[src/hdl/pitpc_pkg.sv]
// Shared types, constants and the control program of the PI temperature/PWM core.
// No dependencies; imported by pitpc_seq and pi_temperature_pwm_controller_core.
`default_nettype none

package pitpc_pkg;

  // Default values of the top-level parameters
  localparam int unsigned ADC_BITS_DEF       = 12;
  localparam int unsigned GAIN_FRAC_BITS_DEF = 12;
  localparam int unsigned ACC_WIDTH_DEF      = 40;

  // Register widths and reset values
  localparam int unsigned REG_W    = 16;
  localparam int unsigned CFG_IDX_W = 3;

  localparam logic [REG_W-1:0] SETPOINT_RST     = 16'd10240;
  localparam logic [REG_W-1:0] SAMPLE_GAIN_RST  = 16'd1200;
  localparam logic [REG_W-1:0] PROP_GAIN_RST    = 16'd10957;
  localparam logic [REG_W-1:0] INTEG_GAIN_RST   = 16'd112;
  localparam logic [REG_W-1:0] OUTPUT_SCALE_RST = 16'd950;
  localparam logic [REG_W-1:0] PWM_PERIOD_RST   = 16'd48828;

  typedef enum logic [CFG_IDX_W-1:0] {
    REG_SETPOINT     = 3'd0,
    REG_SAMPLE_GAIN  = 3'd1,
    REG_PROP_GAIN    = 3'd2,
    REG_INTEG_GAIN   = 3'd3,
    REG_OUTPUT_SCALE = 3'd4,
    REG_PWM_PERIOD   = 3'd5
  } reg_idx_e;

  // Shared multiplier: signed 25 x 18
  localparam int unsigned MUL_A_W = 25;
  localparam int unsigned MUL_B_W = 18;
  localparam int unsigned MUL_P_W = MUL_A_W + MUL_B_W;

  // Error / delta widths, accumulator split point for the duty product
  localparam int unsigned ERR_W  = 17;
  localparam int unsigned WORK_W = 37;
  localparam int unsigned LO_W   = 24;

  localparam logic [23:0]  TEMP_MAX = 24'd32767;
  localparam logic [16:0]  DUTY_ONE = 17'h10000;

  // Sequencer
  localparam int unsigned PC_W = 4;
  typedef logic [PC_W-1:0] pc_t;

  typedef enum logic [3:0] {
    OP_NOP,
    OP_ACCEPT,   // latch input sample
    OP_TEMP,     // temperature and error from product
    OP_LOAD_P1,  // work = e*(kp+ki)
    OP_SUB_P2,   // work -= e_prev*kp
    OP_ACC,      // saturating accumulate, shift error history
    OP_DLO,      // duty product, low half
    OP_DHI,      // duty product, high half added
    OP_DUTY,     // shift and clamp duty
    OP_OUT       // load output register
  } op_e;

  typedef enum logic [2:0] {
    MUL_NONE,
    MUL_TEMP,    // code * sample_gain
    MUL_P1,      // err * (kp + ki)
    MUL_P2,      // last_err * kp
    MUL_LO,      // acc[lo] * output_scale
    MUL_HI,      // acc[hi] * output_scale
    MUL_CMP      // period * duty
  } mul_sel_e;

  typedef enum logic [1:0] {
    JMP_NEXT,
    JMP_WAIT_IN,   // hold until an input request arrives
    JMP_IF_NEG,    // to target when the accumulator is negative
    JMP_WAIT_OUT   // hold while output register is full, then to target
  } jmp_e;

  typedef struct packed {
    op_e      op;
    mul_sel_e mul;
    jmp_e     jmp;
    pc_t      target;
  } ctrl_t;

  typedef struct packed {
    logic in_valid;
    logic acc_neg;
    logic out_busy;
  } stat_t;

  localparam pc_t STEP_IDLE = 4'd0;
  localparam pc_t STEP_OUT  = 4'd12;

  function automatic ctrl_t ucode_word(input pc_t pc);
    ctrl_t w;
    w = '{op: OP_NOP, mul: MUL_NONE, jmp: JMP_NEXT, target: STEP_IDLE};
    case (pc)
      4'd0:  w = '{op: OP_ACCEPT, mul: MUL_NONE, jmp: JMP_WAIT_IN,  target: STEP_IDLE};
      4'd1:  w = '{op: OP_NOP,    mul: MUL_TEMP, jmp: JMP_NEXT,     target: STEP_IDLE};
      4'd2:  w = '{op: OP_TEMP,   mul: MUL_NONE, jmp: JMP_NEXT,     target: STEP_IDLE};
      4'd3:  w = '{op: OP_NOP,    mul: MUL_P1,   jmp: JMP_NEXT,     target: STEP_IDLE};
      4'd4:  w = '{op: OP_LOAD_P1, mul: MUL_P2,  jmp: JMP_NEXT,     target: STEP_IDLE};
      4'd5:  w = '{op: OP_SUB_P2, mul: MUL_NONE, jmp: JMP_NEXT,     target: STEP_IDLE};
      4'd6:  w = '{op: OP_ACC,    mul: MUL_NONE, jmp: JMP_NEXT,     target: STEP_IDLE};
      4'd7:  w = '{op: OP_NOP,    mul: MUL_LO,   jmp: JMP_IF_NEG,   target: STEP_OUT};
      4'd8:  w = '{op: OP_DLO,    mul: MUL_HI,   jmp: JMP_NEXT,     target: STEP_IDLE};
      4'd9:  w = '{op: OP_DHI,    mul: MUL_NONE, jmp: JMP_NEXT,     target: STEP_IDLE};
      4'd10: w = '{op: OP_DUTY,   mul: MUL_NONE, jmp: JMP_NEXT,     target: STEP_IDLE};
      4'd11: w = '{op: OP_NOP,    mul: MUL_CMP,  jmp: JMP_NEXT,     target: STEP_IDLE};
      4'd12: w = '{op: OP_OUT,    mul: MUL_NONE, jmp: JMP_WAIT_OUT, target: STEP_IDLE};
      // unused steps fall back to idle
      default: w = '{op: OP_NOP,  mul: MUL_NONE, jmp: JMP_WAIT_OUT, target: STEP_IDLE};
    endcase
    return w;
  endfunction

endpackage

`default_nettype wire

[src/hdl/pitpc_seq.sv]
// Step counter and control-store lookup for the PI temperature/PWM core.
// Depends on pitpc_pkg (control word format and program).
`default_nettype none

module pitpc_seq (
  input  wire logic            clk_i,
  input  wire logic            rst_ni,
  input  pitpc_pkg::stat_t     stat_i,
  output pitpc_pkg::ctrl_t     ctrl_o
);
  import pitpc_pkg::*;

  pc_t   pc_q, pc_d;
  ctrl_t ctrl;

  always_comb begin
    ctrl = ucode_word(pc_q);
  end

  always_comb begin
    pc_d = pc_q + 1'b1;
    unique case (ctrl.jmp)
      JMP_NEXT:     pc_d = pc_q + 1'b1;
      JMP_WAIT_IN:  pc_d = stat_i.in_valid ? pc_q + 1'b1 : pc_q;
      JMP_IF_NEG:   pc_d = stat_i.acc_neg ? ctrl.target : pc_q + 1'b1;
      JMP_WAIT_OUT: pc_d = stat_i.out_busy ? pc_q : ctrl.target;
      default:      pc_d = STEP_IDLE;
    endcase
  end

  always_ff @(posedge clk_i or negedge rst_ni) begin
    if (!rst_ni) begin
      pc_q <= STEP_IDLE;
    end else begin
      pc_q <= pc_d;
    end
  end

  assign ctrl_o = ctrl;

endmodule

`default_nettype wire

[src/hdl/pi_temperature_pwm_controller_core.sv]
// Top level of the PI temperature/PWM core: config registers, datapath, I/O regs.
// Depends on pitpc_pkg and pitpc_seq.
//
// Usage:
//   s_axis carries one ADC sample per request; m_axis returns one result per
//   sample: PWM compare value, measured temperature (tdata) and a clamp flag
//   (tuser). Gains, setpoint and period are written through cfg_we_i /
//   cfg_addr_i / cfg_data_i while no sample is in flight.
//   A microprogram of 13 steps drives one shared 25x18 multiplier; up to six
//   products are made per sample (four when the accumulator is negative and the
//   duty path is skipped). The next request is taken the cycle after the result
//   is loaded, so a new sample is not accepted before the last one is through;
//   the products go through the single multiplier one step at a time, between
//   the steps that use them.
//   The result waits in an output register; if the receiver stalls, the
//   program holds at its final step until that register drains.
//   Reset clears the accumulator and error history, loads the register
//   defaults, and leaves the output channel empty.
`default_nettype none

module pi_temperature_pwm_controller_core #(
  parameter int unsigned ADC_BITS       = pitpc_pkg::ADC_BITS_DEF,
  parameter int unsigned GAIN_FRAC_BITS = pitpc_pkg::GAIN_FRAC_BITS_DEF,
  parameter int unsigned ACC_WIDTH      = pitpc_pkg::ACC_WIDTH_DEF
) (
  input  wire logic                              clk_i,
  input  wire logic                              rst_ni,
  // config write port
  input  wire logic                              cfg_we_i,
  input  wire logic [pitpc_pkg::CFG_IDX_W-1:0]   cfg_addr_i,
  input  wire logic [pitpc_pkg::REG_W-1:0]       cfg_data_i,
  // sample stream
  input  wire logic                              s_axis_tvalid,
  output logic                                   s_axis_tready,
  input  wire logic [((ADC_BITS+7)/8)*8-1:0]     s_axis_tdata,  // adc_code
  // result stream
  output logic                                   m_axis_tvalid,
  input  wire logic                              m_axis_tready,
  output logic [31:0]                            m_axis_tdata,  // compare_value, measured_temp
  output logic                                   m_axis_tuser   // saturated
);
  import pitpc_pkg::*;

  localparam int unsigned MAG_W   = ACC_WIDTH - 1;
  localparam int unsigned HI_W    = MAG_W - LO_W;
  localparam int unsigned DFULL_W = MAG_W + REG_W;
  localparam int unsigned SHIFT   = GAIN_FRAC_BITS + 8;
  localparam int unsigned SUM_W   = ((ACC_WIDTH > WORK_W) ? ACC_WIDTH : WORK_W) + 1;

  // ---------------- configuration registers ----------------
  logic [REG_W-1:0] setpoint_q, sample_gain_q, prop_gain_q, integ_gain_q;
  logic [REG_W-1:0] output_scale_q, pwm_period_q;

  always_ff @(posedge clk_i or negedge rst_ni) begin
    if (!rst_ni) begin
      setpoint_q     <= SETPOINT_RST;
      sample_gain_q  <= SAMPLE_GAIN_RST;
      prop_gain_q    <= PROP_GAIN_RST;
      integ_gain_q   <= INTEG_GAIN_RST;
      output_scale_q <= OUTPUT_SCALE_RST;
      pwm_period_q   <= PWM_PERIOD_RST;
    end else if (cfg_we_i) begin
      case (cfg_addr_i)
        REG_SETPOINT:     setpoint_q     <= cfg_data_i;
        REG_SAMPLE_GAIN:  sample_gain_q  <= cfg_data_i;
        REG_PROP_GAIN:    prop_gain_q    <= cfg_data_i;
        REG_INTEG_GAIN:   integ_gain_q   <= cfg_data_i;
        REG_OUTPUT_SCALE: output_scale_q <= cfg_data_i;
        REG_PWM_PERIOD:   pwm_period_q   <= cfg_data_i;
        default: ;
      endcase
    end
  end

  // ---------------- sequencer ----------------
  ctrl_t ctrl;
  stat_t stat;

  logic                       out_valid_q;
  logic                       out_busy;
  logic signed [ACC_WIDTH-1:0] acc_q;

  assign out_busy = out_valid_q && !m_axis_tready;

  always_comb begin
    stat.in_valid = s_axis_tvalid;
    stat.acc_neg  = acc_q[ACC_WIDTH-1];
    stat.out_busy = out_busy;
  end

  pitpc_seq u_seq (
    .clk_i  (clk_i),
    .rst_ni (rst_ni),
    .stat_i (stat),
    .ctrl_o (ctrl)
  );

  assign s_axis_tready = (ctrl.op == OP_ACCEPT);

  // ---------------- shared multiplier ----------------
  logic [ADC_BITS-1:0]        code_q;
  logic signed [ERR_W-1:0]    err_q, last_err_q;
  logic [16:0]                duty_q;
  logic [ERR_W-1:0]           kpi;
  logic signed [MUL_A_W-1:0]  mul_a;
  logic signed [MUL_B_W-1:0]  mul_b;
  logic signed [MUL_P_W-1:0]  prod_q;

  assign kpi = {1'b0, prop_gain_q} + {1'b0, integ_gain_q};

  always_comb begin
    mul_a = '0;
    mul_b = '0;
    unique case (ctrl.mul)
      MUL_TEMP: begin
        mul_a = $signed({{(MUL_A_W-ADC_BITS){1'b0}}, code_q});
        mul_b = $signed({{(MUL_B_W-REG_W){1'b0}}, sample_gain_q});
      end
      MUL_P1: begin
        mul_a = $signed({{(MUL_A_W-ERR_W){err_q[ERR_W-1]}}, err_q});
        mul_b = $signed({{(MUL_B_W-ERR_W){1'b0}}, kpi});
      end
      MUL_P2: begin
        mul_a = $signed({{(MUL_A_W-ERR_W){last_err_q[ERR_W-1]}}, last_err_q});
        mul_b = $signed({{(MUL_B_W-REG_W){1'b0}}, prop_gain_q});
      end
      MUL_LO: begin
        mul_a = $signed({{(MUL_A_W-LO_W){1'b0}}, acc_q[LO_W-1:0]});
        mul_b = $signed({{(MUL_B_W-REG_W){1'b0}}, output_scale_q});
      end
      MUL_HI: begin
        mul_a = $signed({{(MUL_A_W-HI_W){1'b0}}, acc_q[MAG_W-1:LO_W]});
        mul_b = $signed({{(MUL_B_W-REG_W){1'b0}}, output_scale_q});
      end
      MUL_CMP: begin
        mul_a = $signed({{(MUL_A_W-REG_W){1'b0}}, pwm_period_q});
        mul_b = $signed({{(MUL_B_W-17){1'b0}}, duty_q});
      end
      default: ;
    endcase
  end

  always_ff @(posedge clk_i) begin
    if (ctrl.mul != MUL_NONE) begin
      prod_q <= mul_a * mul_b;
    end
  end

  // ---------------- datapath ----------------
  logic [23:0]                 traw;
  logic [REG_W-1:0]            temp_d, temp_q;
  logic signed [ERR_W-1:0]     err_d;
  logic signed [WORK_W-1:0]    work_q;
  logic signed [SUM_W-1:0]     sum;
  logic signed [ACC_WIDTH-1:0] acc_sat;
  logic [DFULL_W-1:0]          dfull_q;
  logic [DFULL_W-1:0]          dshift;
  logic                        duty_hi_q;
  logic [REG_W-1:0]            cmp_d;
  logic                        sat_d;
  logic [REG_W-1:0]            out_cmp_q, out_temp_q;
  logic                        out_sat_q;

  // temperature saturates high; error is exact in 17 bits
  assign traw   = prod_q[31:8];
  assign temp_d = (traw > TEMP_MAX) ? TEMP_MAX[REG_W-1:0] : traw[REG_W-1:0];
  assign err_d  = $signed({setpoint_q[REG_W-1], setpoint_q}) - $signed({1'b0, temp_d});

  assign sum = $signed({{(SUM_W-ACC_WIDTH){acc_q[ACC_WIDTH-1]}}, acc_q})
             + $signed({{(SUM_W-WORK_W){work_q[WORK_W-1]}}, work_q});

  // overflow when the bits above the accumulator width disagree with its sign
  always_comb begin
    acc_sat = sum[ACC_WIDTH-1:0];
    if (sum[SUM_W-1] && !(&sum[SUM_W-1:ACC_WIDTH-1])) begin
      acc_sat = {1'b1, {(ACC_WIDTH-1){1'b0}}};
    end else if (!sum[SUM_W-1] && (|sum[SUM_W-1:ACC_WIDTH-1])) begin
      acc_sat = {1'b0, {(ACC_WIDTH-1){1'b1}}};
    end
  end

  assign dshift = dfull_q >> SHIFT;

  always_comb begin
    if (acc_q[ACC_WIDTH-1]) begin
      cmp_d = '0;
      sat_d = 1'b1;
    end else if (duty_hi_q) begin
      cmp_d = pwm_period_q;
      sat_d = 1'b1;
    end else begin
      cmp_d = prod_q[31:16];
      sat_d = 1'b0;
    end
  end

  // state with defined reset
  always_ff @(posedge clk_i or negedge rst_ni) begin
    if (!rst_ni) begin
      acc_q      <= '0;
      last_err_q <= '0;
    end else if (ctrl.op == OP_ACC) begin
      acc_q      <= acc_sat;
      last_err_q <= err_q;
    end
  end

  // working registers
  always_ff @(posedge clk_i) begin
    unique case (ctrl.op)
      OP_ACCEPT: begin
        if (s_axis_tvalid) begin
          code_q <= s_axis_tdata[ADC_BITS-1:0];
        end
      end
      OP_TEMP: begin
        temp_q <= temp_d;
        err_q  <= err_d;
      end
      OP_LOAD_P1: work_q <= prod_q[WORK_W-1:0];
      OP_SUB_P2:  work_q <= work_q - prod_q[WORK_W-1:0];
      OP_DLO:     dfull_q <= {{(DFULL_W-LO_W-REG_W){1'b0}}, prod_q[LO_W+REG_W-1:0]};
      OP_DHI:     dfull_q <= dfull_q + {prod_q[HI_W+REG_W-1:0], {LO_W{1'b0}}};
      OP_DUTY: begin
        duty_hi_q <= (dshift > {{(DFULL_W-17){1'b0}}, DUTY_ONE});
        duty_q    <= dshift[16:0];
      end
      OP_OUT: begin
        if (!out_busy) begin
          out_cmp_q  <= cmp_d;
          out_temp_q <= temp_q;
          out_sat_q  <= sat_d;
        end
      end
      default: ;
    endcase
  end

  // output register
  always_ff @(posedge clk_i or negedge rst_ni) begin
    if (!rst_ni) begin
      out_valid_q <= 1'b0;
    end else if (ctrl.op == OP_OUT && !out_busy) begin
      out_valid_q <= 1'b1;
    end else if (m_axis_tready) begin
      out_valid_q <= 1'b0;
    end
  end

  assign m_axis_tvalid = out_valid_q;
  assign m_axis_tdata  = {out_temp_q, out_cmp_q};
  assign m_axis_tuser  = out_sat_q;

endmodule

`default_nettype wire
[config.mk]
export PLATFORM = sky130hd
export DESIGN_NAME = pi_temperature_pwm_controller_core
export DESIGN_NICKNAME = d
export VERILOG_FILES = /design/src/hdl/pitpc_pkg.sv /design/src/hdl/pitpc_seq.sv /design/src/hdl/pi_temperature_pwm_controller_core.sv
export SDC_FILE = /design/constraint.sdc
export NUM_CORES = 2
export LEC_CHECK = 0
export BUFFER_PORTS_ARGS = -buffer_cell sky130_fd_sc_hd__buf_2
export CELL_PAD_IN_SITES_DETAIL_PLACEMENT = 0
export CELL_PAD_IN_SITES_GLOBAL_PLACEMENT = 1
export CORE_ASPECT_RATIO = 1.2
export CORE_MARGIN = 5
export CORE_UTILIZATION = 27
export CTS_CLUSTER_DIAMETER = 200
export CTS_CLUSTER_SIZE = 20
export DETAILED_ROUTE_END_ITERATION = 10
export PLACE_DENSITY_LB_ADDON = 0.08
export SYNTH_ARGS = -nofsm -noshare
export SYNTH_HDL_FRONTEND = slang
export SYNTH_SLANG_ARGS = --single-unit
[constraint.sdc]
create_clock -name clk_i -period 10.6 [get_ports clk_i]
set_clock_uncertainty 0.2 [all_clocks]
set_input_delay 1.59 -clock clk_i [delete_from_list [all_inputs] [get_ports clk_i]]
set_output_delay 1.59 -clock clk_i [all_outputs]
set_load 0.01 [all_outputs]
# ---- Word level (Yosys, flattened, before mapping)
# Memory sizes are Yosys's and may differ from the RTL's.
# Cells that the tools add are included.
dict set report totals {
  ff_bits 386
  latch_bits 0
  mem_bits_rw 0
  romBits 176
  in_bits 40
  output_inout_bits 35
  memories 1
}
# name words word_bits rd rd_clocked_by_memory_dff write_ports line_no
set memory_table {}
lappend memory_table {{(no name shown)} 16 11 1 0 0 pitpc_pkg.sv:98} ;# case (pc)
dict set report op_classes {
  n_addsub 6
  mul 1
  div 0
  n_lt_le_gt_ge 2
  n_eq_ne 25
  shifts 0
  mux 15
  bitwise_logic 1
  reduce_logical 26
}
# cell n
set op_table {}
lappend op_table {{25-bit one-hot mux with 6 select lines} 1}
lappend op_table {{55-bit one-hot mux with 2 select lines} 1}
lappend op_table {{17-bit one-hot mux with 5 select lines} 1}
lappend op_table {{40-bit 2-to-1 mux} 2}
lappend op_table {{37-bit one-hot mux with 2 select lines} 1}
lappend op_table {{55-bit adder} 1}
lappend op_table {{40-bit by 37-bit adder with 41-bit output} 1}
lappend op_table {{25-bit by 18-bit multiplier with 40-bit output} 1}
lappend op_table {{37-bit subtractor} 1}
lappend op_table {{35-bit by 17-bit greater-than comparator with 1-bit output (second input constant)} 1}
lappend op_table {{16-bit 2-to-1 mux} 2}
lappend op_table {{24-bit by 15-bit greater-than comparator with 1-bit output (second input constant)} 1}
lappend op_table {{2-bit AND reduction} 10}
lappend op_table {{16-bit by 16-bit adder with 17-bit output} 1}
lappend op_table {{16-bit by 17-bit subtractor with 17-bit output} 1}
lappend op_table {{4-bit by 3-bit equality test with 1-bit output (second input constant)} 4}
lappend op_table {{4-bit one-hot mux with 4 select lines} 1}
lappend op_table {{3-bit equality test (second input constant)} 5}
lappend op_table {{3-bit by 2-bit equality test with 1-bit output (second input constant)} 4}
lappend op_table {{4-bit 2-to-1 mux} 3}
lappend op_table {{4-bit by 2-bit equality test with 1-bit output (second input constant)} 2}
lappend op_table {{4-bit equality test (second input constant)} 2}
lappend op_table {{3-bit by 1-bit equality test with 1-bit output (second input constant)} 2}
lappend op_table {{2-bit nonzero test} 3}
lappend op_table {{other kinds (13)} 24}

# ---- Longest topological paths before layout
dict set report logic_depth {
  word_depth 5
  mapped_depth 38
  depth_no_buf 37
}

# ---- Cells and area by module
# From an unflattened synthesis, not the netlist that was laid out.
dict set report hier_totals {
  cells_unflattened 3714
  hier_area_um2 36095.9
}
# mod instances cells_each area_each_um2 seq_area_each_um2
set by_module_without_submodules {}
lappend by_module_without_submodules {pi_temperature_pwm_controller_core 1 3654 35604.1 10143.5}
lappend by_module_without_submodules {pitpc_seq 1 60 491.7 100.1}

# ---- Worst setup path after synthesis
# OpenSTA, ideal clock, no wires.
dict set report synth_path {
  kind {reg-to-reg}
  start {reg u_seq.pc_q[1]}
  end {reg prod_q[38], data pin}
  setup_ns 0.257
  arrival_ns 8.120
  t_required_ns 10.143
  path_slack_ns 2.023
  stages_incl_launch_ff 35
  n_path_buf 4
  period_less_slack_ns 8.577
  path_cell_list {dfrtp_1 inv_1 ha_1 clkbuf_1 nand2_1 a21boi_1 o21ai_2 nor2_1 clkbuf_1 clkbuf_1 a222oi_1 clkbuf_1 nor2_1 fa_1 inv_1 fa_1 fa_1 fa_1 inv_1 fa_1 inv_1 fa_1 inv_1 ha_1 inv_1 nor2_1 a221oi_2 a21oi_1 o2111ai_1 a21oi_1 o21ai_1 a21oi_1 a221o_1 a21bo_2 xor2_1}
}
dict set report synth_between {
  elab_chain_len 5
  elab_cells_between_ends 11
  cone_classes {mul (1); eq/ne (6); mux (2); reduce/logical (1); memory (1)}
}
# element line_no
set synth_lines {}
lappend synth_lines {{from (decl)} pitpc_seq.sv:13} ;# pc_t pc_q, pc_d;
lappend synth_lines {{from (signal assigned)} pitpc_seq.sv:35} ;# pc_q <= pc_d;
lappend synth_lines {{memory read 16 x 11 bit *} --}
lappend synth_lines {{3-bit equality test} pi_temperature_pwm_controller_core.sv:114} ;# unique case (ctrl.mul)
lappend synth_lines {{2-bit OR reduction (no line)} --}
lappend synth_lines {{17-bit one-hot mux with 5 select lines} pi_temperature_pwm_controller_core.sv:114}
lappend synth_lines {{25-bit by 18-bit multiplier with 40-bit output *} pi_temperature_pwm_controller_core.sv:145} ;# prod_q <= mul_a * mul_b;
lappend synth_lines {{to (signal assigned)} pi_temperature_pwm_controller_core.sv:145}
lappend synth_lines {{to (decl)} pi_temperature_pwm_controller_core.sv:107} ;# logic signed [MUL_P_W-1:0] prod_q;
# Mark *: on every way between the ends. The rest lies on a longest branch, timed or not.
# A chain may end at the register's enable or synchronous reset.

# ---- Worst setup path after layout
dict set report layout_path {
  start {reg u_seq.pc_q[0]}
  end {reg prod_q[38], data pin}
}
# Same word-level chain as after synthesis.

==> impl_metrics.xml <==
<?xml version="1.0" encoding="UTF-8"?>
<metrics>
  <group name="run_status">
    <metric name="status" unit="">complete, no violations</metric>
  </group>
  <group name="sta">
    <metric name="timing.fmax" unit="MHz">100</metric>
    <metric name="tightest_slew" unit="ns">1.17</metric>
    <metric name="final_critical_path_setup_slack" unit="ns">0.620</metric>
    <metric name="finalCritPeriodShare" unit="">0.942</metric>
    <metric name="final_max_slew_viol_count" unit="">0</metric>
    <metric name="max_slew_margin" unit="">0.220</metric>
    <metric name="unrepaired_setup_endpoints_after_global_routing" unit="">no</metric>
    <metric name="timing.final.crit_period" unit="ns">9.98</metric>
    <metric name="report.final.hold_viol_count" unit="">0</metric>
    <metric name="setup-violations-final" unit="">0</metric>
    <metric name="final.setup.tns" unit="ns">0</metric>
  </group>
  <group name="logic_synthesis">
    <metric name="synth_seq_cells" unit="">366</metric>
    <metric name="ys_top_cells_by_area" unit="">fa_1 22%, edfxtp_1 17%, dfrtp_1 8.5%</metric>
    <metric name="synth.avg_cell_area" unit="µm²">9.79</metric>
    <metric name="yosys_most_used_dff" unit="">edfxtp_1</metric>
    <metric name="seq_area_frac_synth" unit="">0.284</metric>
    <metric name="synthDominantAreaCellType" unit="">fa_1</metric>
    <metric name="distinct_cells_synth" unit="">83</metric>
    <metric name="area_fraction_of_the_dominant_cell_type_after_synthesis" unit="">0.223</metric>
    <metric name="syn-cell-area" unit="mm²">0.0360</metric>
    <metric name="synth_enable_flop_cells" unit="">208</metric>
    <metric name="synthCells" unit="">3677</metric>
    <metric name="synthesis.yosys.warnings" unit="">0</metric>
    <metric name="postSynthNetCount" unit="">4359</metric>
    <metric name="synth-async-reset-ratio" unit="">0.432</metric>
  </group>
  <group name="drt">
    <metric name="drtIter0Drc" unit="">1550</metric>
    <metric name="dr.pass1.iters" unit="">7</metric>
    <metric name="wl" unit="µm">138000</metric>
    <metric name="via_count" unit="">26608</metric>
    <metric name="drt_drc_violations_left" unit="">0</metric>
    <metric name="vias_per_cell" unit="">4.73</metric>
    <metric name="route.detailed.wl_per_inst" unit="µm">24.5</metric>
    <metric name="ant_nets" unit="">0</metric>
  </group>
  <group name="grt">
    <metric name="globalRoute.totalOverflow" unit="">0</metric>
    <metric name="number_of_global_route_vias_before_repair" unit="">28373</metric>
    <metric name="antenna_found_initial" unit="">5</metric>
    <metric name="first_pass_grt_wire_length" unit="µm">200000</metric>
    <metric name="pin_count_of_the_biggest_net_entering_global_routing" unit="">69</metric>
    <metric name="global_router_s_overall_resource_usage" unit="">0.194</metric>
  </group>
  <group name="critical_path">
    <metric name="setup.worst_path.end_class" unit="">register</metric>
    <metric name="worst_ep_required_time" unit="ns">10.74</metric>
    <metric name="cp.arrival" unit="ns">10.12</metric>
    <metric name="critPathMaxStageDelay" unit="ns">0.77</metric>
    <metric name="criticalPathCategory" unit="">reg2reg</metric>
    <metric name="crit_path_max_delay_cell_type" unit="">a31oi_4</metric>
    <metric name="cp_max_fo" unit="">20</metric>
    <metric name="worst_setup_path_start_kind" unit="">register</metric>
    <metric name="reg2reg_setup_slack" unit="ns">0.62</metric>
  </group>
  <group name="final_layout">
    <metric name="multiInputGateArea" unit="mm²">0.0233</metric>
    <metric name="flow.area_growth_from_synthesis" unit="%">12.1</metric>
    <metric name="layout_commonest_cell" unit="">inv_1</metric>
    <metric name="share_of_post_route_cells_with_drive_strength_above_1" unit="">0.131</metric>
    <metric name="final_design_area_no_fill" unit="mm²">0.0404</metric>
    <metric name="filler_cell_count" unit="">14076</metric>
    <metric name="seqCellArea" unit="mm²">0.0102</metric>
    <metric name="design.final.nets" unit="">4517</metric>
    <metric name="most_used_cells_in_the_layout_excluding_fill_and_tap_cells" unit="">577 x inv_1, 406 x nand2_1, 401 x fa_1</metric>
  </group>
  <group name="clock_network">
    <metric name="ctsLongestPathBuffers" unit="">3</metric>
    <metric name="cts_buffers" unit="">22</metric>
    <metric name="cts_tree" unit="">built</metric>
    <metric name="clock_insertion_delay_worst_skew" unit="ns">0.61</metric>
    <metric name="cts.sink_count" unit="">366</metric>
    <metric name="clock_input_transition_at_the_sequential_cells_of_the_worst_setup_and_hold_paths" unit="ns">0.09</metric>
    <metric name="clock_tree.root_cell" unit="">clkbuf_16</metric>
    <metric name="cts.htree.levels" unit="">1</metric>
    <metric name="cts.hold.buffers_added" unit="">0</metric>
  </group>
  <group name="floorplanning">
    <metric name="fp.coreArea" unit="mm²">0.132</metric>
    <metric name="die_h" unit="µm">410</metric>
    <metric name="die_w" unit="µm">343</metric>
    <metric name="initial_utilization" unit="">0.272</metric>
    <metric name="floorplan.die_area" unit="mm²">0.141</metric>
    <metric name="pin_count" unit="">75</metric>
    <metric name="fp-row-count" unit="">146</metric>
  </group>
  <group name="placed_design">
    <metric name="port_buffers" unit="">70</metric>
    <metric name="place_ws" unit="ns">0.561</metric>
    <metric name="placement.cell_area" unit="mm²">0.0397</metric>
    <metric name="place.gp.congestion" unit="">0.814</metric>
    <metric name="place.detailed.hpwl" unit="µm">112000</metric>
  </group>
  <group name="run">
    <metric name="drv.max_cap_violation_count" unit="">0</metric>
  </group>
  <group name="min_path">
    <metric name="min-delay-path-class" unit="">reg2reg</metric>
  </group>
</metrics>
## logic make-up after synthesis
family | Yosys count | share of synthesized area
flops | 366 | 0.284
mux | 139 | 0.0426
other cells | 2 | 0.000209
buf+inv | 697 | 0.0743
compound gates | 658 | 0.123
xor+xnor | 160 | 0.0389
fa+ha+maj | 680 | 0.318
simple gates | 975 | 0.119
## what timing repair did
action,4_1_cts,5_1_grt
endpoints found under the setup margin,0,3
resized for setup,0,0
buffers inserted,0,2
## worst paths after layout
path | from | to | cells past startpoint
worst max register to register | u_seq.pc_q[0] | prod_q[38] | 33
min in group asynchronous | rst_ni | sample_gain_q[14] | 1
worst max-delay path | u_seq.pc_q[0] | prod_q[38] | 33
max in group asynchronous | rst_ni | integ_gain_q[8] | 2
worst min-delay path | temp_q[5] | out_temp_q[5] | 0
worst min register to register | temp_q[5] | out_temp_q[5] | 0
## area by class of cell
cell class / instances / share of cell area
multi-input combinational: 2614 / 0.577
sequential: 366 / 0.254
tap: 1776 / 0.0550
inverter: 577 / 0.0537
timing repair buffer: 254 / 0.0446
clock buffer: 38 / 0.0151
clock inverter: 2 / 0.000806
antenna: 3 / 0.000186
## stage by stage
step	hold slack, ns	utilization	instances
floorplan	0.200	-	3677
CTS	0.225	0.305	5625
finish	0.221	0.305	5630
global placement	0.202	0.300	5585
global route	0.232	0.305	5628
detailed placement	0.205	0.300	5585
## layer usage
metal,share of wire,GRT usage,up-vias
li1,-,-,12514
met5,0,0,-
met4,0.025,0.0438,0
met3,0.032,0.0168,102
met1,0.43,0.246,13595
met2,0.52,0.356,397
## sequential cells by signal, indices dropped and copies added (netlist names), 4 cells and up
| signal | count |
|---|---|
| output_scale_q | 16 |
| pwm_period_q | 16 |
| setpoint_q | 16 |
| dfull_q | 35 |
| last_err_q | 17 |
| out_cmp_q | 16 |
| integ_gain_q | 16 |
| code_q | 12 |
| out_temp_q | 16 |
| acc_q | 40 |
| work_q | 37 |
| u_seq.pc_q | 4 |
| err_q | 17 |
| duty_q | 17 |
| prop_gain_q | 16 |
| prod_q | 40 |
| temp_q | 16 |
| sample_gain_q | 16 |
## critical path: cells and delay by family, from the launching register on
family / cells / cell delay [ns]
compound gates: 12 / 3.86
fa+ha+maj: 8 / 3.75
flops: 1 / 0.42
buf+inv: 7 / 0.66
simple gates: 5 / 0.70
xor+xnor: 1 / 0.13
## synthesized netlist by cell type (25+ instances only)
master,number
a21o_1,75
a21oi_1,150
a22oi_1,25
clkbuf_1,90
dfrtp_1,123
dfstp_2,35
edfxtp_1,208
fa_1,401
ha_1,241
inv_1,577
maj3_1,29
mux2_2,114
mux2i_1,25
nand2_1,406
nand2b_1,44
nand3_1,45
nor2_1,309
nor2b_1,30
o21a_1,28
o21ai_0,133
o21ai_1,46
xnor2_1,102
xor2_1,58
Power is not shown: default switching activity piles up to over one toggle a cycle in this logic, so the estimate is an artifact.
